File: config.mk
export PLATFORM = sky130hd
export DESIGN_NAME = tlrpq_ram
export DESIGN_NICKNAME = d
export VERILOG_FILES = /design/src/design/tlrpq_ram.sv
export SDC_FILE = /design/constraint.sdc
export NUM_CORES = 1
export LEC_CHECK = 0
export BUFFER_PORTS_ARGS = -buffer_cell sky130_fd_sc_hd__buf_2
export CORE_UTILIZATION = 60
export DETAILED_ROUTE_END_ITERATION = 16
export PLACE_DENSITY_LB_ADDON = 0.3
export SLEW_MARGIN = 20
export SYNTH_ARGS = -nofsm -noshare
export SYNTH_HDL_FRONTEND = slang
export SYNTH_SLANG_ARGS = --single-unit
File: constraint.sdc
create_clock -name clock -period 2.2 [get_ports clock]
set_input_delay 0.22 -clock clock [delete_from_list [all_inputs] [get_ports clock]]
set_output_delay 0.22 -clock clock [all_outputs]
set_load 0.03 [all_outputs]
File: src/design/tlrpq_ram.sv
`timescale 1ns / 1ps
`default_nettype none
module tlrpq_ram #(
   parameter int WIDTH = 8,
   parameter int DEPTH = 16
) (
   input  wire logic                     clock,
   input  wire logic                     we,
   input  wire logic [$clog2(DEPTH)-1:0] waddr,
   input  wire logic [WIDTH-1:0]         wdata,
   input  wire logic [$clog2(DEPTH)-1:0] raddr,
   output logic      [WIDTH-1:0]         rdata
);

   logic [WIDTH-1:0] mem [DEPTH];

   always_ff @(posedge clock) begin
      if (we) begin
         mem[waddr] <= wdata;
      end
      rdata <= mem[raddr];
   end

endmodule
`default_nettype wire

==> flow_summary.json <==
{
  "status": "completed",
  "hold_viol_final": 0,
  "layout_setup_ws_ps": 829,
  "ys_ff_latch": 136,
  "slew_viol_final": 0,
  "max_freq_mhz": 729,
  "rsz0062_at_grt": "false",
  "clockBufferDepth": 2,
  "p_int_mw": 4.79,
  "clkPwrFrac_pct": 46.6,
  "first_pass_iters": 4,
  "via_count": 2501,
  "drv_cap": 0,
  "cp.arrival_ps": 1770,
  "synth_cell_types": 19,
  "cts_buffers": 17,
  "synth_nets": 247,
  "grt_pass1_vias": 2526,
  "top_usage_layer": "met2",
  "r2r_slack_ps": 830,
  "avgSynthCellArea_um2": 22.5,
  "use_met1_pct": 32.9,
  "n_antenna_cell": 0,
  "p_comb_share_pct": 5.0,
  "final.setup.tns_ps": 0,
  "drc": 0,
  "cpMaxStageDelayCell": "mux4_1",
  "final-seq-area_mm2": 0.00400,
  "grt_pass1_wl_mm": 14.6,
  "via_per_inst": 6.25,
  "io_pins": 26,
  "p_total_mw": 6.01,
  "die_h_um": 94.6,
  "reg2reg_from": "mem[1][3]",
  "place_area_mm2": 0.00549,
  "clk_pin_slew_ps": 60,
  "cts_sinks": 136,
  "period_share_pct": 62.3,
  "drt_iter0_drc": 277,
  "fin_util_pct": 73.7,
  "globalRouteMet3Util_pct": 6.84,
  "timing.hold.ws_ps": 93.2,
  "final_cell_area_mm2": 0.00608,
  "dp_cells": 368,
  "critPathLaunch": "mem[1][3]",
  "grt_max_degree": 33,
  "ys_seq_area_share_pct": 77.8,
  "irDropWorstVdd_v": 0.000538,
  "critPathMaxFanout": 1,
  "hp-class": "in -> reg",
  "globalplace.congestion": 0.735,
  "routedWlPerCell_um": 23.9,
  "multi_input_area_mm2": 0.00106,
  "dpl.hpwl_mm": 5.82,
  "post-place-ws_ps": 533,
  "worstSetupEndpointType": "flip-flop",
  "clk-insertion-delay-late_ps": 510,
  "instances_no_fill": 400,
  "crit_chain": "mux4_1 > a22oi_1 > nand2_1",
  "holdBufCountCts": 0,
  "wirelength_mm": 9.57,
  "synthToLayoutAreaGrowth_pct": 18.2,
  "use_met2_pct": 38.7,
  "worst_clock_skew_ps": 4.87,
  "worst-setup-path-type": "reg -> reg",
  "p_per_area_mw_per_mm2": 988,
  "rows": 33,
  "swShare_pct": 20.2,
  "tightest_slew_ps": 720,
  "cp_slowest_stage_delay_ps": 500,
  "ant_nets": 0,
  "root_buffer": "clkbuf_8",
  "critPathCapture": "rdata[3]",
  "timing.final.crit_period_ps": 1370,
  "path_buf_inv": 0,
  "cts_tree": "done",
  "p_sw_mw": 1.21,
  "start_util_pct": 62.3,
  "seq_power_share_pct": 48.5,
  "htree_levels": 4,
  "syn_area_mm2": 0.00515,
  "r2r_cells": 3,
  "nets": 300,
  "layout-drive-gt1-share_pct": 31.9,
  "grt-ovfl-total": 0,
  "critPathLaunchType": "flip-flop",
  "setup_violations": 0,
  "core-area_mm2": 0.00826,
  "cts-resized-gates": 0,
  "die_w_um": 94.6,
  "r2r-end": "rdata[3]",
  "synth-warning-count": 0,
  "track_usage_pct": 24.6,
  "post_cts_buffers": 0,
  "slew_headroom_pct": 51.9,
  "antenna_found_initial": 0,
  "critPathTopFamily": "multiplexers",
  "fillers": 486,
  "port_buffers": 25,
  "die_area_mm2": 0.00895,
  "cp_num_cells": 3,
  "required_ps": 2590,
  "leakage_nw": 2.08,
  "syn_inst": 229
}
cell usage after synthesis:
cell | number | area (µm²)
a22oi_1 | 16 | 120
and2_1 | 1 | 6.26
and2b_1 | 1 | 7.51
buf_2 | 3 | 15.0
buf_4 | 1 | 7.51
buf_6 | 3 | 33.8
clkdlybuf4s25_2 | 3 | 30.0
dfxtp_1 | 8 | 160
edfxtp_1 | 128 | 3840
mux4_1 | 14 | 368
mux4_2 | 18 | 405
nand2_1 | 9 | 33.8
nand2b_1 | 2 | 12.5
nand3_1 | 1 | 5.00
nand3b_1 | 2 | 15.0
nor2_1 | 13 | 48.8
nor2b_1 | 1 | 6.26
nor3_1 | 4 | 20.0
or3b_2 | 1 | 8.76
flip-flops by register name (all words and copies together) (netlist names):
signal  count
mem       128
rdata       8
kinds of logic (layout without fill, tap and decap cells):
logic type	Yosys count	count (layout)	synth area share, %
AOI/OAI and AO/OA	16	16	2.33
buffers and inverters	10	76	1.68
DFF	136	136	77.8
muxes	32	32	15.0
and+or+nand+nor	35	35	3.18
how the worst min path moves through the flow:
stage | startpoint | end | slack, ps | depth (start not counted)
after floorplan | wdata[0] | mem[0][0] | 320 | 0
after global placement | wdata[4] | mem[6][4] | 590 | 1
after detailed placement | wdata[4] | mem[6][4] | 610 | 1
after CTS | wdata[6] | mem[9][6] | 60 | 1
after global routing | wdata[4] | mem[10][4] | 70 | 1
final | wdata[5] | mem[14][5] | 90 | 1
power by group through the flow:
stage / Sequential [mW] / Clock, mW / Combinational (mW)
floorplan: 3.00 / 0 / 0.147
global placement: 2.96 / 0 / 0.286
detailed placement: 2.97 / 0 / 0.296
CTS: 2.91 / 2.84 / 0.300
global route: 2.92 / 2.94 / 0.318
finish: 2.91 / 2.80 / 0.298
cell usage in the layout, fill, tap and decap left out:
cell        synthesis  routed
mux4_1             14      14
nor2b_1             1       1
buf_4               1      17
clkinv_2            0       3
dfxtp_1             8       8
clkbuf_16           0      16
and2_1              1       1
clkbuf_1            0       1
nor2_1             13      13
mux4_2             18      18
nand3_1             1       1
nand2b_1            2       2
or3b_2              1       1
nor3_1              4       4
buf_2               3      25
edfxtp_1          128     128
nand2_1             9       9
clkinv_4            0       1
and2b_1             1       1
clkinvlp_4          0       5
nand3b_1            2       2
bufinv_16           0       3
clkbuf_8            0       3
buf_12              0       2
a22oi_1            16      16
final cells by class:
type	instances	area share, %
clock inverters	12	2.49
multi-input cells	83	17.4
well taps	105	2.16
flip-flops and latches	136	65.8
repair buffers	44	4.81
clock buffers	20	7.32
metal layers:
layer | vias to the layer above | wire length [µm]
li1 | 1078 | -
met1 | 1318 | 4040
met3 | 18 | 529
met5 | - | 0
met4 | 0 | 162
met2 | 87 | 4840
Note: power is estimated with default switching activity, not from simulation.
